### config.mk
export PLATFORM = sky130hd
export DESIGN_NAME = crc_packet_response_checker_core
export DESIGN_NICKNAME = d
export VERILOG_FILES = /design/src/sv/crcpd_pkg.sv /design/src/sv/crcpd_in_reg.sv /design/src/sv/crcpd_deframer.sv /design/src/sv/crcpd_out_reg.sv /design/src/sv/crc_packet_response_checker_core.sv
export SDC_FILE = /design/constraint.sdc
export NUM_CORES = 1
export LEC_CHECK = 0
export ABC_AREA = 1
export ABC_CLOCK_PERIOD_IN_PS = 13500
export BUFFER_PORTS_ARGS = -buffer_cell sky130_fd_sc_hd__buf_2
export CAP_MARGIN = 10
export CORE_UTILIZATION = 50
export CTS_CLUSTER_DIAMETER = 40
export DETAILED_ROUTE_END_ITERATION = 6
export PLACE_DENSITY = 0.69
export SETUP_SLACK_MARGIN = 0.5
export SYNTH_ARGS = -nofsm -noshare
export SYNTH_HDL_FRONTEND = slang
export SYNTH_SLANG_ARGS = --single-unit
### constraint.sdc
create_clock -name clk -period 13.5 [get_ports clk]
set_clock_uncertainty 0.2 [all_clocks]
set_input_delay 1.35 -clock clk [delete_from_list [all_inputs] [get_ports clk]]
set_output_delay 1.35 -clock clk [all_outputs]
set_load 0.005 [all_outputs]
### src/sv/crcpd_pkg.sv
// ----------------------------------------------------------------------------
// crcpd_pkg
// Shared types, codes and CRC helper for the CRC packet response checker.
// ----------------------------------------------------------------------------
package crcpd_pkg;

    localparam logic [7:0]  MARK_HI    = 8'hFF;
    localparam logic [7:0]  MARK_LO    = 8'hFE;
    localparam logic [15:0] CRC_INIT   = 16'hFFFF;
    localparam logic [15:0] CRC_POLY   = 16'h1021;
    localparam logic [7:0]  HEAD_BYTES = 8'd7;
    localparam logic [7:0]  CRC_BYTES  = 8'd2;
    localparam logic [7:0]  META_BYTES = 8'd9;

    typedef enum logic [2:0] {
        PH_HUNT    = 3'd0,
        PH_LEN_HI  = 3'd1,
        PH_LEN_LO  = 3'd2,
        PH_HEAD    = 3'd3,
        PH_PAYLOAD = 3'd4,
        PH_CRC_HI  = 3'd5,
        PH_CRC_LO  = 3'd6,
        PH_DONE    = 3'd7
    } phase_t;

    typedef enum logic [2:0] {
        VD_OK        = 3'd0,
        VD_NO_HEADER = 3'd1,
        VD_BAD_LEN   = 3'd2,
        VD_CRC       = 3'd3,
        VD_UNEXP_CMD = 3'd4,
        VD_NACK      = 3'd5,
        VD_TRUNC     = 3'd6
    } verdict_t;

    typedef enum logic {
        KIND_PAYLOAD = 1'b0,
        KIND_VERDICT = 1'b1
    } out_kind_t;

    typedef struct packed {
        logic [7:0] rx_byte;
        logic       buffer_start;
        logic       buffer_end;
        logic [7:0] expected_command;
    } in_item_t;

    typedef struct packed {
        out_kind_t  out_kind;
        logic [7:0] payload_byte;
        logic [7:0] command_code;
        logic [7:0] sub_code;
        logic [7:0] response_code;
        logic [7:0] payload_count;
        verdict_t   verdict;
    } result_t;

    function automatic logic [15:0] crc16_byte(input logic [15:0] crc, input logic [7:0] data);
        logic [15:0] c;
        c = crc ^ {data, 8'h00};
        for (int i = 0; i < 8; i++)
        begin
            c = c[15] ? ({c[14:0], 1'b0} ^ CRC_POLY) : {c[14:0], 1'b0};
        end
        return c;
    endfunction

    localparam logic [15:0] HEADER_CRC = crc16_byte(crc16_byte(CRC_INIT, MARK_HI), MARK_LO);

endpackage

### src/sv/crcpd_in_reg.sv
// ----------------------------------------------------------------------------
// crcpd_in_reg
// Input register: captures one byte transaction and holds it until the
// deframer advances.
// ----------------------------------------------------------------------------
module crcpd_in_reg (
    input  logic              clk,
    input  logic              rst_n,
    input  logic              s_tvalid,
    output logic              s_tready,
    input  crcpd_pkg::in_item_t s_item,
    input  logic              advance,
    output logic              in_valid,
    output crcpd_pkg::in_item_t in_item
);
    import crcpd_pkg::*;

    logic     valid_reg;
    logic     valid_next;
    in_item_t item_reg;

    assign s_tready   = !valid_reg || advance;
    assign valid_next = s_tready ? s_tvalid : valid_reg;

    always_ff @(posedge clk or negedge rst_n)
    begin
        if (!rst_n)
        begin
            valid_reg <= 1'b0;
        end
        else
        begin
            valid_reg <= valid_next;
        end
    end

    always_ff @(posedge clk)
    begin
        if (s_tready && s_tvalid)
        begin
            item_reg <= s_item;
        end
    end

    assign in_valid = valid_reg;
    assign in_item  = item_reg;

endmodule

### src/sv/crcpd_deframer.sv
// ----------------------------------------------------------------------------
// crcpd_deframer
// Header hunt, length check, field capture, CRC-16/CCITT-FALSE and verdict
// logic for one byte per cycle whenever fire is high.
// ----------------------------------------------------------------------------
module crcpd_deframer #(
    parameter int BUFFER_BYTES = 64
) (
    input  logic                clk,
    input  logic                rst_n,
    input  logic                cfg_wr_en,
    input  logic [7:0]          cfg_wr_data,
    input  logic                fire,
    input  crcpd_pkg::in_item_t in_item,
    output logic                res_valid,
    output crcpd_pkg::result_t  res
);
    import crcpd_pkg::*;

    localparam logic [7:0]  HUNT_LAST = 8'(BUFFER_BYTES - 2);
    localparam logic [15:0] BUF_LEN   = 16'(BUFFER_BYTES);
    localparam logic [9:0]  BUF_SUM   = 10'(BUFFER_BYTES);

    logic [7:0]  ack_code_reg;
    phase_t      phase_reg, phase_next;
    logic [7:0]  buffer_position_reg, buffer_position_next;
    logic        saw_first_marker_reg, saw_first_marker_next;
    logic [15:0] packet_length_reg, packet_length_next;
    logic [7:0]  packet_position_reg, packet_position_next;
    logic [15:0] running_crc_reg, running_crc_next;
    logic [7:0]  received_crc_high_reg, received_crc_high_next;
    logic [7:0]  held_command_reg, held_command_next;
    logic [7:0]  held_sub_reg, held_sub_next;
    logic [7:0]  held_response_reg, held_response_next;
    logic [7:0]  held_expected_reg, held_expected_next;

    phase_t      cur_phase;
    logic [7:0]  p;
    logic        cur_saw;
    logic [15:0] cur_len;
    logic [7:0]  cur_pos;
    logic [15:0] cur_crc;
    logic [7:0]  cur_crc_high;
    logic [7:0]  cur_cmd;
    logic [7:0]  cur_sub;
    logic [7:0]  cur_resp;
    logic [7:0]  b;
    logic [15:0] crc_step;
    logic [15:0] len_full;
    logic [9:0]  end_sum;
    logic        has_verdict;
    verdict_t    vd;
    logic        is_payload;
    logic [7:0]  count;

    always_comb
    begin
        b            = in_item.rx_byte;
        cur_phase    = in_item.buffer_start ? PH_HUNT : phase_reg;
        p            = in_item.buffer_start ? 8'd0 : buffer_position_reg;
        cur_saw      = in_item.buffer_start ? 1'b0 : saw_first_marker_reg;
        cur_len      = in_item.buffer_start ? 16'd0 : packet_length_reg;
        cur_pos      = in_item.buffer_start ? 8'd0 : packet_position_reg;
        cur_crc      = in_item.buffer_start ? CRC_INIT : running_crc_reg;
        cur_crc_high = in_item.buffer_start ? 8'd0 : received_crc_high_reg;
        cur_cmd      = in_item.buffer_start ? 8'd0 : held_command_reg;
        cur_sub      = in_item.buffer_start ? 8'd0 : held_sub_reg;
        cur_resp     = in_item.buffer_start ? 8'd0 : held_response_reg;
        held_expected_next = in_item.buffer_start ? in_item.expected_command
                                                  : held_expected_reg;

        crc_step = crc16_byte(cur_crc, b);
        len_full = {cur_len[15:8], b};
        end_sum  = {2'b00, p} - 10'd3 + {2'b00, len_full[7:0]};

        phase_next             = cur_phase;
        saw_first_marker_next  = cur_saw;
        packet_length_next     = cur_len;
        packet_position_next   = cur_pos;
        running_crc_next       = cur_crc;
        received_crc_high_next = cur_crc_high;
        held_command_next      = cur_cmd;
        held_sub_next          = cur_sub;
        held_response_next     = cur_resp;
        has_verdict            = 1'b0;
        vd                     = VD_OK;
        is_payload             = 1'b0;

        unique case (cur_phase)
            PH_HUNT:
            begin
                if (cur_saw && b == MARK_LO && p <= HUNT_LAST)
                begin
                    running_crc_next     = HEADER_CRC;
                    packet_position_next = 8'd2;
                    phase_next           = PH_LEN_HI;
                end
                else
                begin
                    saw_first_marker_next = (b == MARK_HI);
                    if (p >= HUNT_LAST)
                    begin
                        has_verdict = 1'b1;
                        vd          = VD_NO_HEADER;
                        phase_next  = PH_DONE;
                    end
                end
            end
            PH_LEN_HI:
            begin
                running_crc_next     = crc_step;
                packet_length_next   = {b, 8'h00};
                packet_position_next = 8'd3;
                phase_next           = PH_LEN_LO;
            end
            PH_LEN_LO:
            begin
                running_crc_next     = crc_step;
                packet_length_next   = len_full;
                packet_position_next = 8'd4;
                if (len_full < 16'(META_BYTES) || len_full > BUF_LEN)
                begin
                    has_verdict = 1'b1;
                    vd          = VD_BAD_LEN;
                    phase_next  = PH_DONE;
                end
                else if (end_sum > BUF_SUM)
                begin
                    has_verdict = 1'b1;
                    vd          = VD_TRUNC;
                    phase_next  = PH_DONE;
                end
                else
                begin
                    phase_next = PH_HEAD;
                end
            end
            PH_HEAD:
            begin
                running_crc_next = crc_step;
                priority if (cur_pos == 8'd4)
                begin
                    held_command_next = b;
                end
                else if (cur_pos == 8'd5)
                begin
                    held_sub_next = b;
                end
                else
                begin
                    held_response_next = b;
                end
                packet_position_next = cur_pos + 8'd1;
                if (cur_pos + 8'd1 >= HEAD_BYTES)
                begin
                    phase_next = (cur_len > 16'(META_BYTES)) ? PH_PAYLOAD : PH_CRC_HI;
                end
            end
            PH_PAYLOAD:
            begin
                running_crc_next     = crc_step;
                is_payload           = 1'b1;
                packet_position_next = cur_pos + 8'd1;
                if ({8'h00, cur_pos + 8'd1} >= cur_len - 16'(CRC_BYTES))
                begin
                    phase_next = PH_CRC_HI;
                end
            end
            PH_CRC_HI:
            begin
                received_crc_high_next = b;
                packet_position_next   = cur_pos + 8'd1;
                phase_next             = PH_CRC_LO;
            end
            PH_CRC_LO:
            begin
                packet_position_next = cur_pos + 8'd1;
                has_verdict          = 1'b1;
                priority if ({cur_crc_high, b} != cur_crc)
                begin
                    vd = VD_CRC;
                end
                else if (cur_cmd != held_expected_next)
                begin
                    vd = VD_UNEXP_CMD;
                end
                else if (cur_resp != ack_code_reg)
                begin
                    vd = VD_NACK;
                end
                else
                begin
                    vd = VD_OK;
                end
                phase_next = PH_DONE;
            end
            PH_DONE:
            begin
            end
            default:
            begin
            end
        endcase

        buffer_position_next = (p < 8'd255) ? p + 8'd1 : p;

        if (!has_verdict && in_item.buffer_end && phase_next != PH_DONE)
        begin
            has_verdict = 1'b1;
            vd          = (phase_next == PH_HUNT) ? VD_NO_HEADER : VD_TRUNC;
            phase_next  = PH_DONE;
        end

        if (packet_length_next >= 16'(META_BYTES) && packet_length_next <= BUF_LEN)
        begin
            count = packet_length_next[7:0] - META_BYTES;
        end
        else
        begin
            count = 8'd0;
        end

        res_valid         = has_verdict || is_payload;
        res.out_kind      = has_verdict ? KIND_VERDICT : KIND_PAYLOAD;
        res.payload_byte  = has_verdict ? 8'd0 : b;
        res.command_code  = held_command_next;
        res.sub_code      = held_sub_next;
        res.response_code = held_response_next;
        res.payload_count = count;
        res.verdict       = has_verdict ? vd : VD_OK;
    end

    always_ff @(posedge clk or negedge rst_n)
    begin
        if (!rst_n)
        begin
            ack_code_reg <= 8'd0;
        end
        else if (cfg_wr_en)
        begin
            ack_code_reg <= cfg_wr_data;
        end
    end

    always_ff @(posedge clk or negedge rst_n)
    begin
        if (!rst_n)
        begin
            phase_reg             <= PH_HUNT;
            buffer_position_reg   <= 8'd0;
            saw_first_marker_reg  <= 1'b0;
            packet_length_reg     <= 16'd0;
            packet_position_reg   <= 8'd0;
            running_crc_reg       <= CRC_INIT;
            received_crc_high_reg <= 8'd0;
            held_command_reg      <= 8'd0;
            held_sub_reg          <= 8'd0;
            held_response_reg     <= 8'd0;
            held_expected_reg     <= 8'd0;
        end
        else if (fire)
        begin
            phase_reg             <= phase_next;
            buffer_position_reg   <= buffer_position_next;
            saw_first_marker_reg  <= saw_first_marker_next;
            packet_length_reg     <= packet_length_next;
            packet_position_reg   <= packet_position_next;
            running_crc_reg       <= running_crc_next;
            received_crc_high_reg <= received_crc_high_next;
            held_command_reg      <= held_command_next;
            held_sub_reg          <= held_sub_next;
            held_response_reg     <= held_response_next;
            held_expected_reg     <= held_expected_next;
        end
    end

endmodule

### src/sv/crcpd_out_reg.sv
// ----------------------------------------------------------------------------
// crcpd_out_reg
// Result register: holds one result transaction until the sink takes it.
// ----------------------------------------------------------------------------
module crcpd_out_reg (
    input  logic               clk,
    input  logic               rst_n,
    input  logic               fire,
    input  logic               res_valid,
    input  crcpd_pkg::result_t res,
    output logic               advance,
    output logic               m_tvalid,
    input  logic               m_tready,
    output crcpd_pkg::result_t m_res
);
    import crcpd_pkg::*;

    logic    valid_reg;
    logic    valid_next;
    result_t res_reg;

    assign advance    = !valid_reg || m_tready;
    assign valid_next = advance ? (fire && res_valid) : valid_reg;

    always_ff @(posedge clk or negedge rst_n)
    begin
        if (!rst_n)
        begin
            valid_reg <= 1'b0;
        end
        else
        begin
            valid_reg <= valid_next;
        end
    end

    always_ff @(posedge clk)
    begin
        if (fire && res_valid)
        begin
            res_reg <= res;
        end
    end

    assign m_tvalid = valid_reg;
    assign m_res    = res_reg;

endmodule

### src/sv/crc_packet_response_checker_core.sv
// ----------------------------------------------------------------------------
// crc_packet_response_checker_core
// Path: an accepted byte is held in the input register, its result in the result register.
// Throughput: one byte per cycle while the sink does not stall; the bytewise CRC
// update and phase logic sit between the input register and the result register.
// Reset: asynchronous, active low; hunt restarts, CRC preset, ack_code cleared.
// ----------------------------------------------------------------------------
module crc_packet_response_checker_core #(
    parameter int BUFFER_BYTES = 64
) (
    input  logic        clk,
    input  logic        rst_n,
    input  logic        cfg_wr_en,
    input  logic [7:0]  cfg_wr_data,  // ack_code
    input  logic        s_tvalid,
    output logic        s_tready,
    input  logic [15:0] s_tdata,      // rx_byte[7:0], expected_command[15:8]
    input  logic        s_tuser,      // buffer_start
    input  logic        s_tlast,      // buffer_end
    output logic        m_tvalid,
    input  logic        m_tready,
    output logic [47:0] m_tdata,      // payload_byte, command_code, sub_code,
                                      // response_code, payload_count, verdict[42:40]
    output logic        m_tuser       // out_kind
);
    import crcpd_pkg::*;

    in_item_t s_item;
    in_item_t in_item;
    logic     in_valid;
    logic     advance;
    logic     fire;
    logic     res_valid;
    result_t  res;
    result_t  m_res;

    assign s_item.rx_byte          = s_tdata[7:0];
    assign s_item.expected_command = s_tdata[15:8];
    assign s_item.buffer_start     = s_tuser;
    assign s_item.buffer_end       = s_tlast;

    assign fire = in_valid && advance;

    crcpd_in_reg u_in_reg (
        .clk      (clk),
        .rst_n    (rst_n),
        .s_tvalid (s_tvalid),
        .s_tready (s_tready),
        .s_item   (s_item),
        .advance  (advance),
        .in_valid (in_valid),
        .in_item  (in_item)
    );

    crcpd_deframer #(
        .BUFFER_BYTES (BUFFER_BYTES)
    ) u_deframer (
        .clk         (clk),
        .rst_n       (rst_n),
        .cfg_wr_en   (cfg_wr_en),
        .cfg_wr_data (cfg_wr_data),
        .fire        (fire),
        .in_item     (in_item),
        .res_valid   (res_valid),
        .res         (res)
    );

    crcpd_out_reg u_out_reg (
        .clk       (clk),
        .rst_n     (rst_n),
        .fire      (fire),
        .res_valid (res_valid),
        .res       (res),
        .advance   (advance),
        .m_tvalid  (m_tvalid),
        .m_tready  (m_tready),
        .m_res     (m_res)
    );

    assign m_tdata = {5'd0, m_res.verdict, m_res.payload_count, m_res.response_code,
                      m_res.sub_code, m_res.command_code, m_res.payload_byte};
    assign m_tuser = m_res.out_kind;

endmodule
# Word-level counts from Yosys, hierarchy flattened
# Cells that the tools add are included.
# W data, S select, Z words.
dict set report word_totals {
  in_bits 31
  ff_bits 164
}
dict set report op_classes {
  magnitude_cmp 11
  n_addsub 6
  n_eq_ne 14
  reduce_logical 19
  bitwise 9
  muxes 63
}
# operator count
set op_table {}
lappend op_table {{$mux W8} 18}
lappend op_table {{$mux W13} 8}
lappend op_table {{$pmux W16 S2} 2}
lappend op_table {{$mux W16} 3}
lappend op_table {{$mux W3} 16}
lappend op_table {{$pmux W8 S4} 1}
lappend op_table {{$not A3 Y3} 8}
lappend op_table {{$pmux W3 S7} 1}
lappend op_table {{$add A8 B1 Y8 const B} 2}
lappend op_table {{$eq A8 B3 Y1 const B} 2}
lappend op_table {{$eq A8 B8 Y1 const B} 2}
lappend op_table {{$ge A16 B4 Y1 const B} 1}
lappend op_table {{$ge A8 B16 Y1} 1}
lappend op_table {{$gt A16 B4 Y1 const B} 1}
lappend op_table {{$gt A16 B7 Y1 const B} 1}
lappend op_table {{$le A16 B7 Y1 const B} 1}
lappend op_table {{$lt A16 B4 Y1 const B} 1}
lappend op_table {{$ne A16 B16 Y1} 1}
lappend op_table {{$ne A8 B8 Y1} 2}
lappend op_table {{$sub A16 B2 Y16 const B} 1}
lappend op_table {{$xor A16 B16 Y16} 1}
lappend op_table {{$mux W1} 12}
lappend op_table {{$add A10 B8 Y10} 1}
lappend op_table {{$gt A10 B7 Y1 const B} 1}
lappend op_table {{17 further kinds} 34}

# Longest topological paths before layout
dict set report logic_depth {
  word_depth 19
  mapped_depth 27
  mapped_depth_nobuf 24
}

# Modules after synthesis
# Synthesis repeated with hierarchy kept, for this count alone.
dict set report hier_totals {
  hier_cells 1238
  area_unflattened_um2 9670.5
}
# module n_inst seq_area_each_um2 cells_per_inst area_per_inst_um2
set by_module_without_submodules {}
lappend by_module_without_submodules {crcpd_deframer 1 2522.4 1156 7666.1}
lappend by_module_without_submodules {crcpd_out_reg 1 1346.3 50 1370.1}
lappend by_module_without_submodules {crcpd_in_reg 1 565.5 24 585.6}
lappend by_module_without_submodules {crc_packet_response_checker_core 1 0.0 8 48.8}

# Worst setup path after synthesis
# OpenSTA, ideal clock, no wires.
dict set report synth_timing {
  path_type {flip-flop to flip-flop}
  start {reg u_in_reg.item_reg, in the netlist u_in_reg.in_item[9]}
  end {reg u_out_reg.res_reg, in the netlist u_out_reg.m_res[0] (enable)}
  path_buffers 5
  slack_ns 8.648
  stages_incl_launch_ff 27
  period_less_slack_ns 4.852
  arrival_time_ns 4.253
  t_required_ns 12.902
  cell_sequence {edfxtp_1 buf_4 buf_6 buf_4 buf_2 buf_2 nor2_1 ha_1 nor2_2 nand3_1 xor2_1 ha_1 nand2_1 or2_2 nand2_1 nand2_1 nand2_1 nand2_1 nand2_1 nand4_1 nand2_2 nand2_2 nor2_4 nand2_2 nand3_1 nand2_1 inv_1}
}
dict set report synth_between {
  elab_chain_cells 13
  elab_cells_between_ends 48
  classes_between {4 x add/sub; 8 x order compare; 7 x eq/ne; 20 x mux; 9 x reduce/logical}
}
# element line_no
set synth_rtl {}
lappend synth_rtl {{from (decl)} crcpd_in_reg.sv:20} ;# in_item_t item_reg;
lappend synth_rtl {{from (signal assigned)} crcpd_in_reg.sv:41} ;# item_reg <= s_item;
lappend synth_rtl {{parallel branches: the longest is 11 deep, another holds $add A10 B8 Y10} -}
lappend synth_rtl {{$logic_or A1 B1 Y1 (*)} crcpd_deframer.sv:223} ;# res_valid = has_verdict || is_payload;
lappend synth_rtl {{$logic_and A1 B1 Y1 (*)} crcpd_out_reg.sv:39} ;# if (fire && res_valid)
lappend synth_rtl {{to (signal assigned)} crcpd_out_reg.sv:41} ;# res_reg <= res;
lappend synth_rtl {{to (decl)} crcpd_out_reg.sv:20} ;# result_t res_reg;
# Mark *: on every way between the ends.
# A chain may end at the register's enable or synchronous reset.

# Worst setup path after layout
dict set report layout_timing {
  start {reg u_in_reg.item_reg, in the netlist u_in_reg.in_item[9]}
  end {reg u_out_reg.res_reg, in the netlist u_out_reg.m_res[28] (enable)}
}
# The elaborated chain is that of the path after synthesis.

==> metrics.txt <==
GP Congestion=0.933; cell count after synthesis=1247; average cell area after synthesis=7.84 um2; CTS tree=yes; Overall Power=2.27 mW; grt total ovfl=0; Placement Setup Slack=8.46 ns; Synth-to-Final Area Change=11.7%; placement-stage cell area=10300 um2; DRC=0; later-pin clock latency in the skew report=0.45 ns; Placeable Area=19000 um2; max capacitance violation total=0; Worst Setup Path Type=flop to flop; maximum number of pins on one net before global-route repair=72; ys async rst share=62.2%; number of nets at the end of the flow=1365; setup-violating endpoint count in the final report=0; startpoint type of the worst setup path=flop; GRT Util Overall=26.2%; Antenna Diode Count=0; sequential area share after synthesis=45.3%; number of clock buffers inserted by TritonCTS=17; share of cells above drive strength 1=13.7%; die outline area=20100 um2; Initial Util=51.6%; Pre-antenna DRT Iters=5; number of flops mapped to enable cells by yosys=62; via count normalized by instance count=5.42; post-CTS resize count=0; maximum clock frequency=196 MHz; final non-filler cell area=10900 um2; number of buffers added for setup after CTS=0; slew at the pin closest to its max-slew limit=1.04 ns; clock edge transition at the registers on the reported setup and hold paths=0.07 ns; signal arrival time at the worst endpoint=4.99 ns; sum of routed wire length over all layers=24900 um; die span in y=142 um; count of state elements after synthesis=164; clock tree sinks=164; final critical path time including I/O delays and setup=5.11 ns; # port buffers=76; Cell variety after synth=51; top_reg_cell synth=sky130_fd_sc_hd__dfrtp_1; Crit. End Element=flop; status=finished, final reports clean; Final Hold Fails=0; yosys warns=0; Iteration-0 DRC Markers=792; leakage power figure=5.37 nW; final-layout setup total negative slack=0 ns; number of buffers inserted by hold repair at cts=0; Max-Slew Margin vs Limit=30.4%; count of boundary I/O pins=82; total placed cells including tap cells=1548; HPWL after detailed placement=17300 um; Max IR drop VDD=0.103 mV; maximum clock insertion buffer count=2; synthesized area=9780 um2; final clock period utilization by the worst path=37.9%; critical path data required time=13.38 ns; worst-path fanout max=49; via count=8564; Worst Hold Class=flop to flop; antenna violation net count after detailed routing=0; number of antenna violations at the first check in global routing=0; wire length of the first global-routing pass=40600 um; PwrDens=207 nW/um2; unrepaired setup endpoints after global routing=false; number of standard cells in the layout, taps in and fillers out=1580; CTS H-Tree Depth=4; Die X=142 um; FP Rows=50; Max Transition Viols Final=0; wire length per cell=15.8 um; post-route setup slack=8.39 ns; library cell used as clock root buffer=sky130_fd_sc_hd__clkbuf_16; number of flip-flops in the largest register=44; number of global-route vias before repair=7962
placed cells by master, fill, tap and decap left out, drive strengths merged, types with 2 or more instances in the layout:
cell type,Yosys,final
clkbuf,27,17
a41oi,2,2
a31oi,17,17
nand3,62,62
buf,20,84
xor2,41,41
or2,7,7
nor4,9,9
a21oi,47,47
xnor2,7,7
nor3b,2,2
dfstp,16,16
nor2,166,166
clkinv,1,6
conb,1,5
a21o,2,2
o211ai,5,5
ha,26,26
o2111ai,5,5
o22ai,10,10
nor3,9,9
dfrtp,86,86
nand4,15,15
a22oi,15,15
edfxtp,62,62
mux2,3,3
inv,140,149
o21ai,106,106
nand2,332,332
power by group:
part / internal (mW) / switching, mW / total (mW)
Clock: 0.266 / 0.233 / 0.499
Combinational: 0.324 / 0.643 / 0.967
Sequential: 0.717 / 0.0838 / 0.801
Total: 1.31 / 0.959 / 2.27
per-stage QoR:
step                      util, %  hold slack [ns]
after floorplan                 -            0.249
after global placement       54.5            0.262
after detailed placement     54.5            0.266
after CTS                    57.7            0.286
after global routing         57.7            0.310
final                        57.7            0.286
per-layer routing:
metal | GRT usage, % | part of all wire, %
met5 | 0 | 0
met4 | 9.22 | 2.1
met3 | 4.49 | 5.4
met2 | 42.2 | 47
met1 | 35.7 | 46
worst paths after layout:
path / start / to / slack [ns] / cells past startpoint
min in group asynchronous: rst_n / u_deframer.packet_position_reg[5] / 0.78 / 1
max in group asynchronous: rst_n / u_out_reg.m_tvalid / 11.16 / 2
max reg2reg: u_in_reg.in_item[9] / u_out_reg.m_res[28] / 8.39 / 22
min reg2reg: u_deframer.held_sub_reg[7] / u_deframer.held_sub_reg[7] / 0.29 / 2
max: u_in_reg.in_item[9] / u_out_reg.m_res[28] / 8.39 / 22
min: u_deframer.held_sub_reg[7] / u_deframer.held_sub_reg[7] / 0.29 / 2
Yosys cell counts (2+ instances only):
cell | count | area share, %
sky130_fd_sc_hd__edfxtp_1 | 62 | 19
sky130_fd_sc_hd__buf_6 | 3 | 0.35
sky130_fd_sc_hd__o21ai_2 | 2 | 0.18
sky130_fd_sc_hd__clkbuf_1 | 27 | 1.0
sky130_fd_sc_hd__a22oi_1 | 15 | 1.2
sky130_fd_sc_hd__o21ai_1 | 4 | 0.20
sky130_fd_sc_hd__nor2_1 | 156 | 6.0
sky130_fd_sc_hd__nor3_2 | 2 | 0.20
sky130_fd_sc_hd__a41oi_1 | 2 | 0.18
sky130_fd_sc_hd__o22ai_1 | 7 | 0.45
sky130_fd_sc_hd__nor2_4 | 3 | 0.35
sky130_fd_sc_hd__dfstp_2 | 16 | 4.3
sky130_fd_sc_hd__o211ai_1 | 5 | 0.38
sky130_fd_sc_hd__a31oi_1 | 17 | 1.1
sky130_fd_sc_hd__ha_1 | 26 | 3.3
sky130_fd_sc_hd__o21ai_0 | 100 | 5.1
sky130_fd_sc_hd__nor3_1 | 6 | 0.31
sky130_fd_sc_hd__nand2_2 | 14 | 0.90
sky130_fd_sc_hd__nor4_1 | 8 | 0.51
sky130_fd_sc_hd__buf_2 | 9 | 0.46
sky130_fd_sc_hd__inv_1 | 136 | 5.2
sky130_fd_sc_hd__or2_2 | 5 | 0.32
sky130_fd_sc_hd__buf_4 | 8 | 0.61
sky130_fd_sc_hd__dfrtp_1 | 86 | 22
sky130_fd_sc_hd__nand3_1 | 61 | 3.1
sky130_fd_sc_hd__nand2_1 | 318 | 12
sky130_fd_sc_hd__nand4_1 | 15 | 0.96
sky130_fd_sc_hd__o22ai_2 | 3 | 0.38
sky130_fd_sc_hd__nor2_2 | 7 | 0.45
sky130_fd_sc_hd__a21oi_1 | 47 | 2.4
sky130_fd_sc_hd__a21o_1 | 2 | 0.15
sky130_fd_sc_hd__xnor2_1 | 7 | 0.63
sky130_fd_sc_hd__inv_2 | 4 | 0.15
sky130_fd_sc_hd__o2111ai_1 | 5 | 0.45
sky130_fd_sc_hd__mux2_2 | 3 | 0.35
sky130_fd_sc_hd__xor2_1 | 41 | 3.7
logic make-up after synthesis:
kind of cell | synth area share [%]
mux | 0.345
buf+inv | 7.87
simple gates | 26.0
other cells | 0.0383
xor+xnor | 4.30
compound gates | 12.6
flops | 45.3
fa+ha+maj | 3.53
final cells by class:
| type | instances | area, um2 |
|---|---|---|
| Sequential cell | 164 | 4430 |
| Fill cell | 1715 | 8030 |
| Inverter | 141 | 529 |
| Clock buffer | 17 | 425 |
| Timing Repair Buffer | 84 | 443 |
| Clock inverter | 15 | 178 |
| Tap cell | 260 | 325 |
| Multi-Input combinational cell | 899 | 4600 |
worst max-delay path, cell delays in order (launching register included):
cell and delay [ns]:
sky130_fd_sc_hd__edfxtp_1 0.36, sky130_fd_sc_hd__buf_4 0.24, sky130_fd_sc_hd__inv_2 0.37, sky130_fd_sc_hd__buf_4 0.53
sky130_fd_sc_hd__nand2_1 0.30, sky130_fd_sc_hd__ha_1 0.29, sky130_fd_sc_hd__nand2_1 0.11, sky130_fd_sc_hd__nor3_1 0.07
sky130_fd_sc_hd__xor2_1 0.14, sky130_fd_sc_hd__ha_1 0.30, sky130_fd_sc_hd__a21oi_1 0.15, sky130_fd_sc_hd__o21a_1 0.13
sky130_fd_sc_hd__nand2_1 0.05, sky130_fd_sc_hd__o211ai_1 0.23, sky130_fd_sc_hd__nand2_1 0.09, sky130_fd_sc_hd__nand2_1 0.07
sky130_fd_sc_hd__nand2_1 0.08, sky130_fd_sc_hd__nand3_1 0.12, sky130_fd_sc_hd__nand2_2 0.08, sky130_fd_sc_hd__nand3_1 0.08
sky130_fd_sc_hd__nand2_1 0.09, sky130_fd_sc_hd__clkinv_1 0.14, sky130_fd_sc_hd__buf_4 0.46
(Power assumes the default switching activity.)
